## config.mk

```make
export PLATFORM = sky130hd
export DESIGN_NAME = sorted_mac_key_set_flat
export DESIGN_NICKNAME = d
export VERILOG_FILES = /design/src/hdl/smks_pkg.sv /design/src/hdl/smks_stream_if.sv /design/src/hdl/smks_cell.sv /design/src/hdl/sorted_mac_key_set.sv /design/src/flat_wrapper.sv
export VERILOG_INCLUDE_DIRS = /design/src /design/src/hdl
export SDC_FILE = /design/constraint.sdc
export NUM_CORES = 2
export LEC_CHECK = 0
export ABC_AREA = 1
export BUFFER_PORTS_ARGS = -buffer_cell sky130_fd_sc_hd__clkbuf_2
export CAP_MARGIN = 20
export CORE_UTILIZATION = 35
export DETAILED_ROUTE_END_ITERATION = 10
export SLEW_MARGIN = 30
export SYNTH_ARGS = -nofsm -noshare
export SYNTH_HDL_FRONTEND = slang
export SYNTH_SLANG_ARGS = --single-unit
export TNS_END_PERCENT = 5
```

## constraint.sdc

```tcl
create_clock -name clk -period 7.8 [get_ports clk]
set_clock_uncertainty 0.2 [all_clocks]
set_input_delay 1.17 -clock clk [delete_from_list [all_inputs] [get_ports clk]]
set_output_delay 1.17 -clock clk [all_outputs]
set_load 0.02 [all_outputs]
```

## src/hdl/sorted_mac_key_set_assert.svh

```systemverilog
// ----------------------------------------------------------------------------
// sorted_mac_key_set_assert.svh
// Assertion macros for the sorted MAC key set. They compile away under SYNTH.
// ----------------------------------------------------------------------------
`ifndef SORTED_MAC_KEY_SET_ASSERT_SVH
`define SORTED_MAC_KEY_SET_ASSERT_SVH

`ifndef SYNTH

// Property that must hold at every clock edge outside reset.
`define SMKS_ASSERT_ALWAYS(label, clk, rst_n, expr) \
	label: assert property (@(posedge clk) disable iff (!rst_n) (expr)) \
		else $error("sorted_mac_key_set: invariant violated");

// Antecedent in one cycle implies consequent in the next cycle.
`define SMKS_ASSERT_NEXT(label, clk, rst_n, ante, cons) \
	label: assert property (@(posedge clk) disable iff (!rst_n) (ante) |=> (cons)) \
		else $error("sorted_mac_key_set: sequence check failed");

`else

`define SMKS_ASSERT_ALWAYS(label, clk, rst_n, expr)
`define SMKS_ASSERT_NEXT(label, clk, rst_n, ante, cons)

`endif

`endif

```

## src/hdl/smks_pkg.sv

```systemverilog
// ----------------------------------------------------------------------------
// smks_pkg
// Shared types and codes of the sorted MAC key set.
// ----------------------------------------------------------------------------
package smks_pkg;

	localparam int CAPACITY_DEF = 16;
	localparam int KEY_W        = 48;
	localparam int STATUS_W     = 2;
	localparam int COUNT_W      = 5;

	localparam logic FUNC_INSERT = 1'b0;
	localparam logic FUNC_REMOVE = 1'b1;

	localparam logic [STATUS_W-1:0] ST_DONE      = 2'd0;
	localparam logic [STATUS_W-1:0] ST_DUPLICATE = 2'd1;
	localparam logic [STATUS_W-1:0] ST_FULL      = 2'd2;
	localparam logic [STATUS_W-1:0] ST_NOT_FOUND = 2'd3;

	typedef struct packed {
		logic             func;
		logic [KEY_W-1:0] mac_key;
	} req_t;

	typedef struct packed {
		logic [STATUS_W-1:0] status;
		logic [COUNT_W-1:0]  entry_count;
	} rsp_t;

	// Per-cycle commands broadcast to every cell of the chain.
	typedef struct packed {
		logic capture;  // latch the compare flags against the incoming key
		logic ins_en;   // open a gap at the sorted position and write the key
		logic del_en;   // close the gap at the matching entry
	} cell_ctrl_t;

endpackage

```

## src/hdl/smks_stream_if.sv

```systemverilog
// ----------------------------------------------------------------------------
// smks_stream_if
// Valid/ready channel carrying one payload beat per handshake.
// ----------------------------------------------------------------------------
interface smks_stream_if #(
	parameter type payload_t = logic
);
	logic     valid;
	logic     ready;
	payload_t data;

	modport source (output valid, output data, input ready);
	modport sink   (input valid, input data, output ready);
endinterface

```

## src/hdl/smks_cell.sv

```systemverilog
// ----------------------------------------------------------------------------
// smks_cell
// One slot of the sorted key chain: holds a key, compares it and shifts.
// ----------------------------------------------------------------------------
module smks_cell
	import smks_pkg::*;
#(
	parameter int IDX   = 0,
	parameter int CNT_W = 5
) (
	input  logic             clk,
	input  logic             arst_n,
	input  cell_ctrl_t       ctrl,
	input  logic [KEY_W-1:0] cmp_key,   // key of the beat being accepted
	input  logic [KEY_W-1:0] new_key,   // key held for the update cycle
	input  logic [CNT_W-1:0] count,
	input  logic             prev_lt,   // left neighbor holds a smaller key
	input  logic [KEY_W-1:0] prev_key,
	input  logic [KEY_W-1:0] next_key,
	output logic             lt_s1,
	output logic             eq_s1,
	output logic [KEY_W-1:0] key_q
);

	localparam logic [CNT_W-1:0] IDX_C = CNT_W'(IDX);

	logic occupied;

	assign occupied = (IDX_C < count);

	always_ff @(posedge clk or negedge arst_n) begin
		if (!arst_n) begin
			lt_s1 <= 1'b0;
			eq_s1 <= 1'b0;
		end else if (ctrl.capture) begin
			lt_s1 <= occupied && (key_q < cmp_key);
			eq_s1 <= occupied && (key_q == cmp_key);
		end
	end

	// Entries below the sorted position keep their key; the first one at or
	// above it takes the new key, the rest take their left neighbor's key.
	// On removal every entry at or above the match takes its right neighbor.
	always_ff @(posedge clk) begin
		if (ctrl.ins_en && !lt_s1) begin
			key_q <= prev_lt ? new_key : prev_key;
		end else if (ctrl.del_en && !lt_s1) begin
			key_q <= next_key;
		end
	end

endmodule

```

## src/hdl/sorted_mac_key_set.sv

```systemverilog
// ----------------------------------------------------------------------------
// sorted_mac_key_set
// Operation: a request beat is taken only while no earlier request is being
// committed. Its beat latches the compare flags in the cell chain; the
// shift-and-commit step then updates the chain and registers the response,
// and it stretches while an earlier response waits in the output register.
// Reset: asynchronous, clears the entry count and handshake state; key cells
// are not cleared, since only entries below the count are ever compared.
// ----------------------------------------------------------------------------
`include "sorted_mac_key_set_assert.svh"

module sorted_mac_key_set
	import smks_pkg::*;
#(
	parameter int CAPACITY = CAPACITY_DEF
) (
	input  logic          clk,
	input  logic          arst_n,
	smks_stream_if.sink   req,
	smks_stream_if.source rsp
);

	localparam int CNT_W = $clog2(CAPACITY + 1);
	localparam logic [CNT_W-1:0] CAP_C = CNT_W'(CAPACITY);

	// Request held for the commit cycle.
	logic             busy_q;
	logic             func_s1;
	logic [KEY_W-1:0] key_s1;

	// Number of valid keys; cells below this index hold the sorted set.
	logic [CNT_W-1:0] count_q;
	logic [CNT_W-1:0] count_next;

	// Output register, so a new request can be taken while a response waits.
	logic             rsp_valid_q;
	rsp_t             rsp_q;

	logic             accept;
	logic             commit;
	logic             hit;
	logic [STATUS_W-1:0] status_next;
	cell_ctrl_t       ctrl;

	logic             lt_w  [CAPACITY];
	logic [CAPACITY-1:0] eq_w;
	logic [KEY_W-1:0] key_w [CAPACITY];

	// A request is taken whenever no earlier request is still being committed.
	assign req.ready = !busy_q;
	assign accept    = req.valid && req.ready;

	// The commit cycle waits until the output register is free or drains now.
	assign commit    = busy_q && (!rsp_valid_q || rsp.ready);

	// Any occupied cell matching the key means the key is present.
	assign hit = |eq_w;

	always_comb begin
		status_next  = ST_DONE;
		count_next   = count_q;
		ctrl.capture = accept;
		ctrl.ins_en  = 1'b0;
		ctrl.del_en  = 1'b0;
		unique case (func_s1)
			FUNC_INSERT: begin
				// The duplicate check wins over the full check.
				if (hit) begin
					status_next = ST_DUPLICATE;
				end else if (count_q >= CAP_C) begin
					status_next = ST_FULL;
				end else begin
					ctrl.ins_en = commit;
					count_next  = count_q + CNT_W'(1);
				end
			end
			FUNC_REMOVE: begin
				if (!hit) begin
					status_next = ST_NOT_FOUND;
				end else begin
					ctrl.del_en = commit;
					count_next  = count_q - CNT_W'(1);
				end
			end
			default: begin
				status_next = ST_DONE;
			end
		endcase
	end

	always_ff @(posedge clk or negedge arst_n) begin
		if (!arst_n) begin
			busy_q      <= 1'b0;
			count_q     <= '0;
			rsp_valid_q <= 1'b0;
		end else begin
			if (accept) begin
				busy_q <= 1'b1;
			end else if (commit) begin
				busy_q <= 1'b0;
			end
			if (commit) begin
				count_q     <= count_next;
				rsp_valid_q <= 1'b1;
			end else if (rsp.ready) begin
				rsp_valid_q <= 1'b0;
			end
		end
	end

	always_ff @(posedge clk) begin
		if (accept) begin
			func_s1 <= req.data.func;
			key_s1  <= req.data.mac_key;
		end
		if (commit) begin
			rsp_q.status      <= status_next;
			// Only the low bits of the count fit the field for large tables.
			rsp_q.entry_count <= COUNT_W'(count_next);
		end
	end

	assign rsp.valid = rsp_valid_q;
	assign rsp.data  = rsp_q;

	// The chain of cells. The first cell sees an always-smaller left neighbor
	// so it takes the new key when the key sorts to the front; the last cell
	// reloads itself on removal, which only touches the slot leaving the set.
	for (genvar i = 0; i < CAPACITY; i++) begin : g_cell
		logic             prev_lt;
		logic [KEY_W-1:0] prev_key;
		logic [KEY_W-1:0] next_key;

		if (i == 0) begin : g_first
			assign prev_lt  = 1'b1;
			assign prev_key = key_s1;
		end else begin : g_mid
			assign prev_lt  = lt_w[i-1];
			assign prev_key = key_w[i-1];
		end

		if (i == CAPACITY - 1) begin : g_last
			assign next_key = key_w[i];
		end else begin : g_inner
			assign next_key = key_w[i+1];
		end

		smks_cell #(
			.IDX   (i),
			.CNT_W (CNT_W)
		) u_cell (
			.clk      (clk),
			.arst_n   (arst_n),
			.ctrl     (ctrl),
			.cmp_key  (req.data.mac_key),
			.new_key  (key_s1),
			.count    (count_q),
			.prev_lt  (prev_lt),
			.prev_key (prev_key),
			.next_key (next_key),
			.lt_s1    (lt_w[i]),
			.eq_s1    (eq_w[i]),
			.key_q    (key_w[i])
		);
	end

	// The count never passes the table size.
	`SMKS_ASSERT_ALWAYS(a_count_bound, clk, arst_n, count_q <= CAP_C)
	// A sorted set holds each key once, so at most one cell can match.
	`SMKS_ASSERT_ALWAYS(a_single_match, clk, arst_n, !busy_q || $onehot0(eq_w))
	// A committed request always leaves a response in the output register.
	`SMKS_ASSERT_NEXT(a_commit_rsp, clk, arst_n, commit, rsp_valid_q)
	// A successful insert grows the table by exactly one entry.
	`SMKS_ASSERT_NEXT(a_insert_grows, clk, arst_n, ctrl.ins_en, count_q == $past(count_q) + CNT_W'(1))

endmodule

```

## src/flat_wrapper.sv

```systemverilog
// flat-port wrapper written by rule: the top's interface ports become plain ports
module sorted_mac_key_set_flat import smks_pkg::*;
#(
	parameter int CAPACITY = CAPACITY_DEF
)
  (clk, arst_n, req_valid, req_data, req_ready, rsp_valid, rsp_data, rsp_ready);
  smks_stream_if #(.payload_t(req_t)) req_i ();
  smks_stream_if #(.payload_t(rsp_t)) rsp_i ();
  input  logic clk;
  input  logic arst_n;
  input wire logic [$bits(req_i.valid)-1:0] req_valid;
  input wire logic [$bits(req_i.data)-1:0] req_data;
  output wire logic [$bits(req_i.ready)-1:0] req_ready;
  output wire logic [$bits(rsp_i.valid)-1:0] rsp_valid;
  output wire logic [$bits(rsp_i.data)-1:0] rsp_data;
  input wire logic [$bits(rsp_i.ready)-1:0] rsp_ready;
  assign req_i.valid = req_valid;
  assign req_i.data = req_data;
  assign req_ready = req_i.ready;
  assign rsp_valid = rsp_i.valid;
  assign rsp_data = rsp_i.data;
  assign rsp_i.ready = rsp_ready;
  sorted_mac_key_set #(.CAPACITY(CAPACITY)) u_core (.clk(clk), .arst_n(arst_n), .req(req_i), .rsp(rsp_i));
endmodule
```

==> metrics.md <==
| Metric | Value |
|---|---|
| Levels on crit path | `8` |
| CTS Sinks | `863` |
| Root buffer cell | `clkbuf_16` |
| CTS resizes | `0` |
| RR Endpoint | `u_core.g_cell[2].u_cell.key_q[29]` |
| Largest net degree at the start of global routing | `97` |
| Worst flop-to-flop path startpoint | `u_core.g_cell[3].u_cell.eq_s1` |
| Final #Nets | `7393` |
| Peak Freq | `0.220 GHz` |
| Crit path max fanout | `32` |
| Worst path required time | `7950 ps` |
| GRT Resource Usage Total | `22.4%` |
| Combinational group share of total power | `33.6%` |
| Total power divided by cell area | `277 nW/um2` |
| Rel. slew slack | `31.3%` |
| Xor and xnor area share after synthesis | `0.0721%` |
| Final Cycle Share | `58.3%` |
| CTS tree | `yes` |
| Die height | `418 um` |
| Post-DP Area | `63200 um2` |
| Core area | `172000 um2` |
| Max-cap violations | `0` |
| Dpl hpwl | `138000 um` |
| Syn Inst Count | `6652` |
| Routed Antenna Nets | `0` |
| Reg2Reg Setup Slack | `3250 ps` |
| Largest stage delay on the critical path | `930 ps` |
| RSZ-0062 raised after global routing | `false` |
| Flop pwr share | `39.3%` |
| DRT iter0 DRCs | `5064` |
| Full die area | `175000 um2` |
| Layout cell share with drive strength beyond 1 | `5.08%` |
| CTS H-tree lvls | `3` |
| Worst path slowest cell | `nor2_4` |
| Total grt overflow | `0` |
| Maximum clock path buffer count | `3` |
| Global-route wire length before repair | `297000 um` |
| Synthesized Nets | `7476` |
| Critical Path End Type | `flop` |
| Post-CTS setup buffer count | `0` |
| Critical Path End | `u_core.g_cell[2].u_cell.key_q[29]` |
| Min-Delay Path Class | `flop to flop` |
| Cell-internal power | `0.0113 W` |
| Unique masters post-synth | `35` |
| Number of global-route vias before repair | `47200` |
| Hold WS | `288 ps` |
| WL per Instance | `22.2 um` |
| Commonest non-fill, non-tap cell in the layout | `nand2_1` |
| Remaining DRCs | `0` |
| Setup TNS | `0 ps` |
| CP Cell Sequence | `nor2_1, nand3_1, nor2_2, nand2_4, nand2_1, nand3_2, nor2_4, buf_4` |
| Post-Route WL | `199000 um` |
| Status | `complete, no violations` |
| R2r worst-path depth | `8` |
| Crit path DAT | `4690 ps` |
| Psw | `0.00714 W` |
| Setup crit start | `u_core.g_cell[3].u_cell.eq_s1` |
| Number of I/O pins | `62` |
| Starting density of the core | `35.3%` |
| Clock slew seen by the registers of the worst setup and hold paths | `70 ps` |
| Leak | `28.7 nW` |
| Area growth syn-to-layout | `9.81%` |
| # hold bufs at CTS | `0` |
| Worst skew pair latency | `750 ps` |
| Cell row count | `152` |
| Crit Path Class | `flop to flop` |
| Clock power frac | `27.1%` |
| Final Cell Area | `66700 um2` |
| Area fraction in compound gates after synthesis | `9.16%` |
| Number of CTS-inserted buffers | `103` |
| Diode count | `0` |
| Initial antenna violation count | `4` |
| Final Wtd Congestion | `0.922` |
| Tmin final | `4550 ps` |
| Cell family with most CP delay | `simple AND/OR/NAND/NOR gates` |
| Synth Area in Simple Gates | `16.7%` |
| Final setup viols | `0` |
| YS warnings | `0` |
| Flops & latches, synth | `863` |
| TritonRoute pass-1 iters | `6` |
| Synth Area in Adders | `15.9%` |
| Largest family of logic cells by synthesized area | `simple AND/OR/NAND/NOR gates` |
| Port bufs | `61` |
| DR vias | `48800` |
| Switching share of power | `38.7%` |
| Slew Limit Fails | `0` |
| Most frequent cells in the layout | `2021 x nand2_1, 824 x edfxtp_1, 771 x ha_1` |
| CP Buf/Inv Count | `1` |
| Final Hold Viols | `0` |
| Total Power | `0.0184 W` |
| Maximum VDD drop | `0.198 mV` |
| Crit start category | `flop` |
| Worst slew pin tran | `1030 ps` |
| Seq/Total Area, Yosys | `42.4%` |
| Syn avg cell area | `9.13 um2` |
| Mux share of post-synthesis cell area | `10.8%` |
| Syn Std Cell Area | `60700 um2` |
| Die width | `418 um` |
| Via/cell ratio | `5.45` |
tightest hold or removal path: cells and delay by family, from the launching register on:
family | cells | cell delay, ps
simple gates | 2 | 110
flops | 1 | 340
cells in the mapped netlist:
cell / instances / share of area, %
o21ai_1: 114 / 0.94
nand2_1: 2030 / 13
nor2_1: 271 / 1.7
nand3_1: 171 / 1.4
o21ai_0: 633 / 5.2
a21o_1: 42 / 0.52
buf_1: 11 / 0.068
o2111ai_1: 1 / 0.014
clkbuf_1: 205 / 1.3
clkinv_1: 1 / 0.0062
o21bai_1: 4 / 0.049
nor3_1: 54 / 0.45
buf_4: 35 / 0.43
buf_6: 33 / 0.61
nor3_4: 1 / 0.027
xor2_1: 5 / 0.072
nand2_2: 2 / 0.021
a21boi_0: 9 / 0.11
nand2_4: 6 / 0.11
a21oi_1: 271 / 2.2
dfrtp_1: 39 / 1.6
o22ai_1: 1 / 0.010
o21a_1: 5 / 0.062
mux2i_1: 658 / 11
nor3b_1: 1 / 0.012
inv_1: 389 / 2.4
nand4_1: 29 / 0.30
edfxtp_1: 824 / 41
nor2_2: 2 / 0.021
nor4_1: 2 / 0.021
nand3b_1: 3 / 0.037
and2_1: 1 / 0.010
and3_1: 1 / 0.010
buf_2: 27 / 0.22
ha_1: 771 / 16
per-layer routing:
layer	track usage (%)	vias up	routed length [um]
met5	0	-	30
met4	8.58	6	7840
met3	4.11	331	15900
met2	35.4	1826	88700
met1	30.2	23700	86500
li1	-	23000	-
metrics by stage:
stage / setup slack [ps] / utilization [%] / std cells
4_1_cts: 3300 / 38.7 / 8960
3_3_place_gp: 2720 / 36.6 / 8767
5_1_grt: 3070 / 38.8 / 8962
3_5_place_dp: 2700 / 36.8 / 8772
2_1_floorplan: 950 / - / 6652
6_report: 3250 / 38.8 / 8962
cell families (layout without fill, tap and decap cells):
| kind of cell | after synthesis | after routing |
|---|---|---|
| DFF | 863 | 863 |
| buffers and inverters | 701 | 701 |
| and+or+nand+nor | 2574 | 2574 |
| adders and majority gates | 771 | 771 |
| muxes | 658 | 658 |
| AOI/OAI and AO/OA | 1080 | 1080 |
| xor gates and xnor gates | 5 | 5 |
flip-flops by register name, indices dropped and copies added (netlist names):
| signal | flops |
|---|---|
| u_core.busy_q | 1 |
| u_core.count_q | 5 |
| u_core.func_s1 | 1 |
| u_core.g_cell.prev_key | 48 |
| u_core.g_cell.u_cell.eq_s1 | 16 |
| u_core.g_cell.u_cell.key_q | 768 |
| u_core.g_cell.u_cell.lt_s1 | 16 |
| u_core.rsp.data | 7 |
| u_core.rsp.valid | 1 |
worst min-delay path by stage:
stage	start	to	slack, ps	cells past startpoint
2_1_floorplan	u_core.g_cell[15].u_cell.lt_s1	u_core.g_cell[15].u_cell.lt_s1	250	2
3_3_place_gp	u_core.g_cell[12].u_cell.eq_s1	u_core.g_cell[12].u_cell.eq_s1	260	2
3_5_place_dp	u_core.g_cell[9].u_cell.eq_s1	u_core.g_cell[9].u_cell.eq_s1	270	2
4_1_cts	u_core.g_cell[9].u_cell.eq_s1	u_core.g_cell[9].u_cell.eq_s1	290	2
5_1_grt	u_core.g_cell[12].u_cell.eq_s1	u_core.g_cell[12].u_cell.eq_s1	300	2
6_report	u_core.g_cell[12].u_cell.eq_s1	u_core.g_cell[12].u_cell.eq_s1	290	2
power groups by stage:
stage | clock network [W] | logic [W] | registers (W)
after global placement | 0 | 0.00585 | 0.00732
after global routing | 0.00520 | 0.00684 | 0.00731
after floorplan | 0 | 0.00457 | 0.00670
after CTS | 0.00505 | 0.00612 | 0.00721
after detailed placement | 0 | 0.00610 | 0.00730
final | 0.00499 | 0.00620 | 0.00725
area by class of cell:
type	instances	area (um2)
Fill cell	17200	105000
Multi-Input combinational cell	5088	32200
Sequential cell	863	25800
Tap cell	2310	2890
Clock buffer	130	2820
Inverter	390	1470
Timing Repair Buffer	123	915
Clock inverter	58	578
(Power assumes the default switching activity.)
